$ cat src/hdl/prr_pkg.sv
// Package with the types and constants of the polyphase rational resampler.
`timescale 1ns / 1ps
`default_nettype none

package prr_pkg;

    localparam int MAX_TAPS_DEF   = 128;
    localparam int MAX_INTERP_DEF = 16;

    localparam int SAMPLE_W   = 16;
    localparam int COEF_IDX_W = 7;
    localparam int ACTION_W   = 2;
    localparam int PHASE_W    = 9;
    localparam int TIDX_W     = 9;
    localparam int PROD_W     = 32;
    localparam int ACC_W      = 40;
    localparam int FRAC_BITS  = 15;

    localparam int CFG_L_W    = 5;
    localparam int CFG_M_W    = 8;
    localparam int CFG_T_W    = 8;
    localparam int CFG_IDX_W  = 2;
    localparam int CFG_DATA_W = 8;

    localparam logic [ACTION_W-1:0] ACT_PUSH  = 2'd0;
    localparam logic [ACTION_W-1:0] ACT_COEF  = 2'd1;
    localparam logic [ACTION_W-1:0] ACT_CLEAR = 2'd2;

    localparam logic [CFG_IDX_W-1:0] CFG_INTERP = 2'd0;
    localparam logic [CFG_IDX_W-1:0] CFG_DECIM  = 2'd1;
    localparam logic [CFG_IDX_W-1:0] CFG_TAPS   = 2'd2;

    localparam logic signed [SAMPLE_W-1:0] SAT_MAX = 16'sh7FFF;
    localparam logic signed [SAMPLE_W-1:0] SAT_MIN = 16'sh8000;

    typedef struct packed {
        logic [ACTION_W-1:0]          action;
        logic signed [SAMPLE_W-1:0]   sample_in;
        logic [COEF_IDX_W-1:0]        coef_index;
        logic signed [SAMPLE_W-1:0]   coef_value;
    } t_in_word;

    typedef struct packed {
        logic signed [SAMPLE_W-1:0]   sample_out;
        logic                         last_of_run;
    } t_out_word;

endpackage

`default_nettype wire

$ cat src/hdl/prr_ram.sv
// Generic single-write, single-read RAM with a registered read port.
`timescale 1ns / 1ps
`default_nettype none

module prr_ram #(
    parameter int WIDTH = 16,
    parameter int DEPTH = 128
) (
    input  wire logic                                     i_clk,
    input  wire logic                                     i_we,
    input  wire logic [((DEPTH > 1) ? $clog2(DEPTH) : 1)-1:0] i_waddr,
    input  wire logic [WIDTH-1:0]                         i_wdata,
    input  wire logic [((DEPTH > 1) ? $clog2(DEPTH) : 1)-1:0] i_raddr,
    output logic      [WIDTH-1:0]                         o_rdata
);

    logic [WIDTH-1:0] r_mem [DEPTH];

    always_ff @(posedge i_clk) begin
        if (i_we) begin
            r_mem[i_waddr] <= i_wdata;
        end
        o_rdata <= r_mem[i_raddr];
    end

endmodule

`default_nettype wire

$ cat src/hdl/polyphase_rational_resampler.sv
// Top level of the polyphase rational resampler for Q15 samples.
//
// Input words carry an action: push a sample, write one coefficient, or clear
// the history and the phase. Each pushed sample yields zero or more output
// words; the last one of a run has last_of_run set. Configuration registers
// (interpolation, decimation, tap count) are written on a separate channel
// that is always ready and take effect at once, also during a sample in work.
// A coefficient write or a clear leaves the block idle. A sample whose phase is
// already at or past the interpolation factor yields no word: the check state
// lowers the phase and returns to idle. Otherwise every output issues one
// product per tap of its branch, roughly tap_count / interp_factor of them,
// then drains the multiply-accumulate pipeline and saturates before the word
// shows. One shared 16x16 multiplier feeds a 40-bit accumulator.
// The input is not ready while a sample is in work or a word is waiting.
// A stalled receiver holds the block with the word stable on the output.
// Reset sets the registers to 1, clears the phase and empties the history
// through a fill count, so no clearing pass is needed. Coefficients are not
// reset and must be written before use.
`timescale 1ns / 1ps
`default_nettype none

module polyphase_rational_resampler #(
    parameter int MAX_TAPS   = prr_pkg::MAX_TAPS_DEF,
    parameter int MAX_INTERP = prr_pkg::MAX_INTERP_DEF
) (
    input  wire logic                              i_clk,
    input  wire logic                              i_rst_n,
    input  wire logic                              i_in_valid,
    output logic                                   o_in_ready,
    input  wire prr_pkg::t_in_word                 i_in,
    output logic                                   o_out_valid,
    input  wire logic                              i_out_ready,
    output prr_pkg::t_out_word                     o_out,
    input  wire logic                              i_cfg_valid,
    output logic                                   o_cfg_ready,
    input  wire logic [prr_pkg::CFG_IDX_W-1:0]     i_cfg_index,
    input  wire logic [prr_pkg::CFG_DATA_W-1:0]    i_cfg_data
);

    import prr_pkg::*;

    localparam int AW  = (MAX_TAPS > 1) ? $clog2(MAX_TAPS) : 1;
    localparam int FW  = $clog2(MAX_TAPS + 1);
    localparam int Q_W = ACC_W - FRAC_BITS;
    localparam logic [AW-1:0] LAST_ADDR = AW'(MAX_TAPS - 1);
    localparam logic [FW-1:0] FULL      = FW'(MAX_TAPS);

    typedef enum logic [5:0] {
        S_IDLE  = 6'b000001,
        S_CHECK = 6'b000010,
        S_RUN   = 6'b000100,
        S_DRAIN = 6'b001000,
        S_SAT   = 6'b010000,
        S_OUT   = 6'b100000
    } t_state;

    t_state                    r_state, n_state;
    logic [CFG_L_W-1:0]        r_cfg_l;
    logic [CFG_M_W-1:0]        r_cfg_m;
    logic [CFG_T_W-1:0]        r_cfg_t;
    logic [PHASE_W-1:0]        r_phase, n_phase;
    logic [AW-1:0]             r_wptr, n_wptr;
    logic [FW-1:0]             r_fill, n_fill;
    logic [TIDX_W-1:0]         r_t, n_t;
    logic [FW-1:0]             r_i, n_i;
    logic signed [ACC_W-1:0]   r_acc, n_acc;
    logic signed [PROD_W-1:0]  r_prod;
    logic                      r_v1, r_hz1, r_v2;
    t_out_word                 r_out, n_out;

    logic [CFG_L_W-1:0]        w_l;
    logic [CFG_M_W-1:0]        w_m;
    logic [CFG_T_W-1:0]        w_t;
    logic                      w_in_acc;
    logic                      w_issue;
    logic [AW-1:0]             w_wptr_inc;
    logic [AW-1:0]             w_hidx;
    logic [AW-1:0]             w_haddr;
    logic                      w_coef_we;
    logic [SAMPLE_W-1:0]       w_coef_rd;
    logic [SAMPLE_W-1:0]       w_hist_rd;
    logic signed [SAMPLE_W-1:0] w_hist_op;
    logic signed [Q_W-1:0]     w_q;
    logic signed [SAMPLE_W-1:0] w_sat;
    logic [PHASE_W-1:0]        w_phase_adv;

    always_comb begin
        if (r_cfg_l == '0) begin
            w_l = CFG_L_W'(1);
        end else if (int'(r_cfg_l) > MAX_INTERP) begin
            w_l = CFG_L_W'(MAX_INTERP);
        end else begin
            w_l = r_cfg_l;
        end
        w_m = (r_cfg_m == '0) ? CFG_M_W'(1) : r_cfg_m;
        w_t = (int'(r_cfg_t) > MAX_TAPS) ? CFG_T_W'(MAX_TAPS) : r_cfg_t;
    end

    assign o_in_ready  = (r_state == S_IDLE);
    assign o_cfg_ready = 1'b1;
    assign o_out_valid = (r_state == S_OUT);
    assign o_out       = r_out;
    assign w_in_acc    = i_in_valid && o_in_ready;

    assign w_issue    = (r_state == S_RUN) && (r_t < TIDX_W'(w_t));
    assign w_wptr_inc = (r_wptr == LAST_ADDR) ? '0 : r_wptr + AW'(1);
    assign w_hidx     = r_i[AW-1:0];
    assign w_haddr    = (r_wptr >= w_hidx) ? r_wptr - w_hidx
                                           : r_wptr + (LAST_ADDR - w_hidx) + AW'(1);
    assign w_coef_we  = w_in_acc && (i_in.action == ACT_COEF)
                        && (int'(i_in.coef_index) < MAX_TAPS);
    assign w_hist_op  = r_hz1 ? $signed(w_hist_rd) : '0;

    assign w_q         = r_acc[ACC_W-1:FRAC_BITS];
    assign w_phase_adv = r_phase + PHASE_W'(w_m);

    always_comb begin
        if (w_q > Q_W'(SAT_MAX)) begin
            w_sat = SAT_MAX;
        end else if (w_q < Q_W'(SAT_MIN)) begin
            w_sat = SAT_MIN;
        end else begin
            w_sat = w_q[SAMPLE_W-1:0];
        end
    end

    prr_ram #(
        .WIDTH (SAMPLE_W),
        .DEPTH (MAX_TAPS)
    ) u_coef_ram (
        .i_clk   (i_clk),
        .i_we    (w_coef_we),
        .i_waddr (AW'(i_in.coef_index)),
        .i_wdata (i_in.coef_value),
        .i_raddr (AW'(r_t)),
        .o_rdata (w_coef_rd)
    );

    prr_ram #(
        .WIDTH (SAMPLE_W),
        .DEPTH (MAX_TAPS)
    ) u_hist_ram (
        .i_clk   (i_clk),
        .i_we    (w_in_acc && (i_in.action == ACT_PUSH)),
        .i_waddr (w_wptr_inc),
        .i_wdata (i_in.sample_in),
        .i_raddr (w_haddr),
        .o_rdata (w_hist_rd)
    );

    always_comb begin
        n_state = r_state;
        n_phase = r_phase;
        n_wptr  = r_wptr;
        n_fill  = r_fill;
        n_t     = r_t;
        n_i     = r_i;
        n_acc   = r_acc;
        n_out   = r_out;
        if (r_v2) begin
            n_acc = r_acc + ACC_W'(r_prod);
        end
        unique case (r_state)
            S_IDLE: begin
                if (w_in_acc) begin
                    unique case (i_in.action)
                        ACT_PUSH: begin
                            n_wptr = w_wptr_inc;
                            if (r_fill != FULL) begin
                                n_fill = r_fill + FW'(1);
                            end
                            n_state = S_CHECK;
                        end
                        ACT_CLEAR: begin
                            n_fill  = '0;
                            n_phase = '0;
                        end
                        default: begin
                        end
                    endcase
                end
            end
            S_CHECK: begin
                if (r_phase < PHASE_W'(w_l)) begin
                    n_t     = TIDX_W'(r_phase);
                    n_i     = '0;
                    n_acc   = '0;
                    n_state = S_RUN;
                end else begin
                    n_phase = r_phase - PHASE_W'(w_l);
                    n_state = S_IDLE;
                end
            end
            S_RUN: begin
                if (w_issue) begin
                    n_t = r_t + TIDX_W'(w_l);
                    n_i = r_i + FW'(1);
                end else begin
                    n_state = S_DRAIN;
                end
            end
            S_DRAIN: begin
                if (!r_v1 && !r_v2) begin
                    n_state = S_SAT;
                end
            end
            S_SAT: begin
                n_out.sample_out  = w_sat;
                n_out.last_of_run = (w_phase_adv >= PHASE_W'(w_l));
                n_phase           = w_phase_adv;
                n_state           = S_OUT;
            end
            S_OUT: begin
                if (i_out_ready) begin
                    if (r_out.last_of_run) begin
                        n_phase = r_phase - PHASE_W'(w_l);
                        n_state = S_IDLE;
                    end else begin
                        n_t     = TIDX_W'(r_phase);
                        n_i     = '0;
                        n_acc   = '0;
                        n_state = S_RUN;
                    end
                end
            end
            default: begin
                n_state = S_IDLE;
            end
        endcase
    end

    always_ff @(posedge i_clk) begin
        if (!i_rst_n) begin
            r_state <= S_IDLE;
            r_phase <= '0;
            r_wptr  <= '0;
            r_fill  <= '0;
            r_v1    <= 1'b0;
            r_v2    <= 1'b0;
            r_cfg_l <= CFG_L_W'(1);
            r_cfg_m <= CFG_M_W'(1);
            r_cfg_t <= CFG_T_W'(1);
        end else begin
            r_state <= n_state;
            r_phase <= n_phase;
            r_wptr  <= n_wptr;
            r_fill  <= n_fill;
            r_v1    <= w_issue;
            r_v2    <= r_v1;
            if (i_cfg_valid && o_cfg_ready) begin
                unique case (i_cfg_index)
                    CFG_INTERP: r_cfg_l <= i_cfg_data[CFG_L_W-1:0];
                    CFG_DECIM:  r_cfg_m <= i_cfg_data[CFG_M_W-1:0];
                    CFG_TAPS:   r_cfg_t <= i_cfg_data[CFG_T_W-1:0];
                    default: begin
                    end
                endcase
            end
        end
    end

    always_ff @(posedge i_clk) begin
        r_t    <= n_t;
        r_i    <= n_i;
        r_acc  <= n_acc;
        r_out  <= n_out;
        r_hz1  <= (r_i < r_fill);
        r_prod <= $signed(w_coef_rd) * w_hist_op;
    end

endmodule

`default_nettype wire

$ cat config.mk
export PLATFORM = sky130hd
export DESIGN_NAME = polyphase_rational_resampler
export DESIGN_NICKNAME = d
export VERILOG_FILES = /design/src/hdl/prr_pkg.sv /design/src/hdl/prr_ram.sv /design/src/hdl/polyphase_rational_resampler.sv
export SDC_FILE = /design/constraint.sdc
export NUM_CORES = 2
export LEC_CHECK = 0
export BUFFER_PORTS_ARGS = -buffer_cell sky130_fd_sc_hd__clkbuf_2
export CORE_MARGIN = 3
export CORE_UTILIZATION = 55
export CTS_CLUSTER_DIAMETER = 50
export DETAILED_ROUTE_END_ITERATION = 10
export PLACE_DENSITY = 0.73
export SLEW_MARGIN = 0
export SYNTH_ARGS = -nofsm -noshare
export SYNTH_HDL_FRONTEND = slang
export SYNTH_SLANG_ARGS = --single-unit
export TNS_END_PERCENT = 20
$ cat constraint.sdc
create_clock -name i_clk -period 6 [get_ports i_clk]
set_input_delay 0.9 -clock i_clk [delete_from_list [all_inputs] [get_ports i_clk]]
set_output_delay 0.9 -clock i_clk [all_outputs]
set_load 0.1 [all_outputs]
Yosys cells after proc, flatten, opt, wreduce, memory -nomap -nowiden --
Memories as Yosys holds them, arrays and structs flattened. A register that Yosys moved wholly into a read port is not among the register bits. Index checks and enable logic that the tools add are counted.
Operators by class: equality and inequality tests 24, reductions and logical operators 22, $add $sub $neg 11, divide/modulo/power cells 0, multiply operators 1, shift operators 0, multiplexer cells 43, magnitude comparators 9, bitwise logic cells 0
Operator list (count):
- two-way mux 40 bit | 4
- two-way mux 9 bit | 9
- case mux 40 bit (2 select lines) | 1
- two-way mux 8 bit | 7
- adder 40 x 32 -> 40 bit | 1
- case mux 6 bit (6 select lines) | 1
- case mux 9 bit (4 select lines) | 1
- multiplier 16 x 16 -> 32 bit | 1
- two-way mux 16 bit | 2
- two-way mux 6 bit | 5
- case mux 9 bit (3 select lines) | 1
- greater-than comparator 25 x 16 -> 1 bit (second input constant) | 1
- less-than comparator 25 x 16 -> 1 bit (second input constant) | 1
- case mux 8 bit (3 select lines) | 1
- adder 8 x 1 -> 8 bit (second input constant) | 2
- case mux 8 bit (2 select lines) | 1
- adder 7 x 1 -> 7 bit (second input constant) | 2
- two-way mux 7 bit | 2
- inequality test 2 x 1 -> 1 bit (second input constant) | 6
- inequality test 2 bit (second input constant) | 6
- two-way mux 5 bit | 2
- AND reduction 5 bit | 2
- adder 9 x 5 -> 9 bit | 1
- adder 9 x 8 -> 9 bit | 1
- other kinds (35) | 49
Storage, ports and cells: bits in read-only memories 0, word-level logic and storage cells 128, memory bits (writable) 4096, latch bits 0, memories 2, flip-flop bits (word level) 160
Memory list:
- u_coef_ram.r_mem | words 128, bits a word 16, rd ports 1, clocked after Yosys merged registers in 1, write ports 1, RTL line prr_ram.sv:17 | logic [WIDTH-1:0] r_mem [DEPTH];
- u_hist_ram.r_mem | words 128, bits a word 16, rd ports 1, clocked after Yosys merged registers in 1, write ports 1, RTL line prr_ram.sv:17

Longest topological paths before layout --
depth after elaboration 7, depth in mapped cells 25, mapped depth without buffers 23

Hierarchy --
A second synthesis with hierarchy kept.
Second synthesis, totals: cells, all modules 8330, area total of the unflattened synthesis 176375.4 um^2
Modules (own cells, without submodules):
- prr_ram | instances 2, area each 78522.8 um^2, cells each 3086
- polyphase_rational_resampler | instances 1, area each 19329.8 um^2, cells each 2158

Least setup slack after synthesis --
Ideal clock, no wire load.
kind reg-to-reg, from register r_hz1, to register r_prod[31], stages on the path, launching flop included 24, path buffers 2, data arrival time 6103 ps, path slack -175 ps, library setup time 72 ps, required time 5928 ps, cell sequence dfxtp_1 > clkbuf_1 > and2_1 > clkbuf_1 > nand2_1 > fa_1 > fa_1 > fa_1 > inv_1 > fa_1 > fa_1 > inv_1 > fa_1 > inv_1 > ha_1 > a21o_1 > a21o_1 > a21oi_1 > o21ai_0 > a311o_1 > a211oi_1 > o41ai_1 > a21oi_1 > xnor2_1
Between the ends: longest elaborated chain between the ends 2
Ends and longest elaborated chain:
- start, declared | RTL line polyphase_rational_resampler.sv:68 | logic r_v1, r_hz1, r_v2;
- start signal, assigned | RTL line polyphase_rational_resampler.sv:267 | r_hz1 <= (r_i < r_fill);
- two-way mux 16 bit | RTL line polyphase_rational_resampler.sv:112 | assign w_hist_op = r_hz1 ? $signed(w_hist_rd) : '0;
- multiplier 16 x 16 -> 32 bit | RTL line polyphase_rational_resampler.sv:268 | r_prod <= $signed(w_coef_rd) * w_hist_op;
- end signal, assigned | RTL line polyphase_rational_resampler.sv:268
- end, declared | RTL line polyphase_rational_resampler.sv:67 | logic signed [PROD_W-1:0] r_prod;
No other way between the ends. A chain may end at the register's enable or synchronous reset.

Worst setup path in the final report --
Ends and elaborated chain as after synthesis.

==> reports/results.ini <==
[run_status]
status=finished, violations left
violations=negative setup slack

[sta]
min_period_ns=6.01
slew_violations=0
max_freq_ghz=0.166
clock_skew_ns=0.0824
max_slew_margin=0.245
hold_violations=0
setup-tns-final_ns=-0.00845
worst_slack_ns=-0.00845
tightest_slew_ns=1.13
setup_violations=1
rsz0062_at_grt=true
final.period_utilization=1.00

[worst_hold_path]
holdCritPathClass=primary input to flop
hold_end=r_cfg_m[0]
hold_start=i_cfg_data[0]
hold-path-cell-count=3

[clock_network]
cts_tree=done
cts_hold_buf=0
htree_num_levels=5
numCtsBuffers=434
clkSlewWorstSetupHoldPaths_ns=0.06
cts_max_path_buffers=4
root_buffer=clkbuf_16
cts_sinks=4288
clock_latency_ns=0.96

[synth]
yosysTopAreaCellShare=0.703
yosysUniqueCellTypes=73
async_flop_share=0
synth.largest_area_cell=edfxtp_1
syn-cell-area_sq_mm=0.176
synth_warnings=0
synthesis.nets=8895
synth_top_flop_cell=edfxtp_1
ys_ff_latch=4288
synth_edf_count=4130
yosysSeqAreaShare=0.721
yosys-top-cells-area=edfxtp_1, mux4_2, fa_1, dfxtp_1, ha_1
postSynthAreaPerCell_sq_um=21.0
synthCells=8404

[route]
vias=87700
drc=0
firstDrtPassIters=6
drt-total-wl_mm=422
vias_per_cell=6.44
drtIter0Drc=11800
wl_per_cell_um=31.0
ant_nets=0

[place]
gp_congestion=0.873
pre_cts_ws_ns=-0.403
dpl.hpwl_mm=253
port_buffers=74

[setup_path]
r2r_end=r_prod[31]
r2r_start=r_hz1
critPathMostFrequentCell=fa_1
cp_top_family=adder cells
path_max_fanout=10
crit_required_ns=6.83
slowest_stage=fa_1
reg2reg_depth=23
crit_type=flop to flop
arrival_ns=6.84
crit_buf_inv=6
worstPathCellList=buf_6 -> buf_8 -> and3_1 -> fa_1 -> inv_1 -> fa_1 -> fa_1 -> inv_1 -> fa_1 -> fa_1 -> inv_1 -> fa_1 -> inv_2 -> ha_4 -> a21o_1 -> a21o_1 -> a21oi_2 -> o21ai_1 -> a311o_2 -> a211oi_4 -> o41ai_2 -> a21oi_1 -> xnor2_1
start_kind=flop
slowest_delay_ns=0.54
cp-end-kind=flop
ff2ff_setup_slack_ns=-0.008

[global_route]
grt_use_total=0.259
grt_overflow_total=0
grt_max_degree=116
grt_pass1_wl_mm=619
grt_pass1_vias=88300
antenna_found_initial=27

[floorplan]
initial_core_util=0.553
row_count=207
die_y_um=572
dieArea_sq_mm=0.327
pin_count=76
coreArea_sq_mm=0.319
die_w_um=572

[power]
power.density_mw_per_mm2=365
p_leak_nw=66.1
max-vdd-ir-drop_mv=0.330
finalPower_w=0.0727

[final_layout]
multi_input_area_sq_mm=0.0465
drive_above_1_share=0.288
final_nets=9545
fill_cells=21000
post-route-util=0.626
area_growth_syn_to_layout_pct=13.1
seqCellArea_sq_mm=0.127

[job]
max_cap_viol_count=0

==> registers in the layout (all words and copies together) (netlist names), 8 cells and up <==
signal and cells:
o_out 17, r_acc 40, r_cfg_m 8, r_cfg_t 8, r_fill 8, r_i 8
r_phase 9, r_prod 32, r_t 9, u_coef_ram.o_rdata 16, u_coef_ram.r_mem 2048, u_hist_ram.o_rdata 16
u_hist_ram.r_mem 2048
==> power breakdown <==
part           internal (W)  total [W]  switching, W
combinational       0.00566     0.0128       0.00719
sequential           0.0332     0.0336      0.000355
clock                0.0150     0.0263        0.0113
==> per-layer routing <==
layer,part of all wire,vias to the layer above,track usage
li1,-,35600,-
met1,0.39,46500,0.378
met2,0.48,4920,0.403
met3,0.096,671,0.0476
met4,0.036,12,0.0845
met5,0.00018,-,0
==> per-stage QoR <==
stage          area, sq um  hold slack [ns]  instances
6_report            199000            0.196      13600
5_1_grt             199000            0.190      13600
4_1_cts             199000            0.129      13600
3_5_place_dp        185000            0.439      12800
3_3_place_gp        185000            0.440      12800
2_1_floorplan       176000            0.431       8404
==> worst max-delay path by stage <==
stage                             to   from  cells after the start  slack (ns)
final                     r_prod[31]  r_hz1                     23      -0.008
after global routing      r_prod[31]  r_hz1                     24       -0.25
after CTS                 r_prod[28]  r_hz1                     24       -0.01
after detailed placement  r_prod[22]  r_hz1                     22       -0.40
after global placement    r_prod[31]  r_hz1                     23       -0.23
after floorplan           r_prod[21]  r_hz1                     23        0.04
==> kinds of logic after synthesis <==
family,count (synthesis),synth area share
adders and majority gates,435,0.0422
DFF,4288,0.721
and+or+nand+nor,973,0.0249
buffers and inverters,774,0.0171
muxes,1439,0.175
AOI/OAI and AO/OA,389,0.0139
other,1,0.0000213
xor gates and xnor gates,105,0.00522
==> worst register-to-register path, stage by stage (launching register included) <==
cell and delay (ns):
dfxtp_4 0.38, buf_6 0.13, buf_8 0.13, and3_1 0.18, fa_1 0.54, inv_1 0.05
fa_1 0.47, fa_1 0.50, inv_1 0.05, fa_1 0.45, fa_1 0.49, inv_1 0.05
fa_1 0.49, inv_2 0.05, ha_4 0.21, a21o_1 0.17, a21o_1 0.19, a21oi_2 0.14
o21ai_1 0.09, a311o_2 0.43, a211oi_4 0.30, o41ai_2 0.09, a21oi_1 0.18, xnor2_1 0.15
==> cells in the mapped netlist (13+ instances only) <==
cell type     n
o21a_1       20
nand4_1      13
mux4_2     1312
o21ai_0      86
buf_1        70
nor2_1      407
nor3_1       27
and3_1      137
a211oi_1     14
nand3_1      47
nor2b_1      19
a21o_1       44
o21bai_1     23
dfxtp_1     158
and2_1       14
clkbuf_1    271
nand2_1     252
a21oi_1     117
fa_1        267
o211ai_1     24
mux2_2       48
buf_2        69
edfxtp_1   4130
xnor2_1      72
mux2i_1      79
inv_1       358
xor2_1       33
ha_1        168
==> timing repair <==
item	CTS	global route
cloned	4	0
pin swaps	27	29
setup buffers	8	6
setup endpoints to repair	12	13
resized for setup	53	43
endpoints found under the hold margin	0	0
==> area by class of cell <==
cell class                      instances  area share
Antenna cell                           16    0.000201
Clock buffer                          526      0.0573
Clock inverter                        274      0.0124
Inverter                              359     0.00676
Multi-Input combinational cell       3342       0.233
Sequential cell                      4288       0.638
Tap cell                             4180      0.0262
Timing Repair Buffer                  629      0.0261
==> layout by cell type, fill, tap and decap left out, types with 36 or more instances in the layout <==
cell and n:
xnor2_1 67, clkbuf_16 444, clkbuf_1 81, a21o_1 44, dfxtp_1 156, buf_4 540, and3_1 135, inv_1 353
mux2_2 48, ha_1 157, mux2i_1 79, nor2_1 405, clkbuf_2 42, mux4_2 1312, clkinv_1 98, fa_1 254
nand2_1 248, nand3_1 44, edfxtp_1 4130, o21ai_0 82, a21oi_1 105, buf_12 36, clkinv_2 65
No activity file was read; power rests on OpenSTA's default activity.
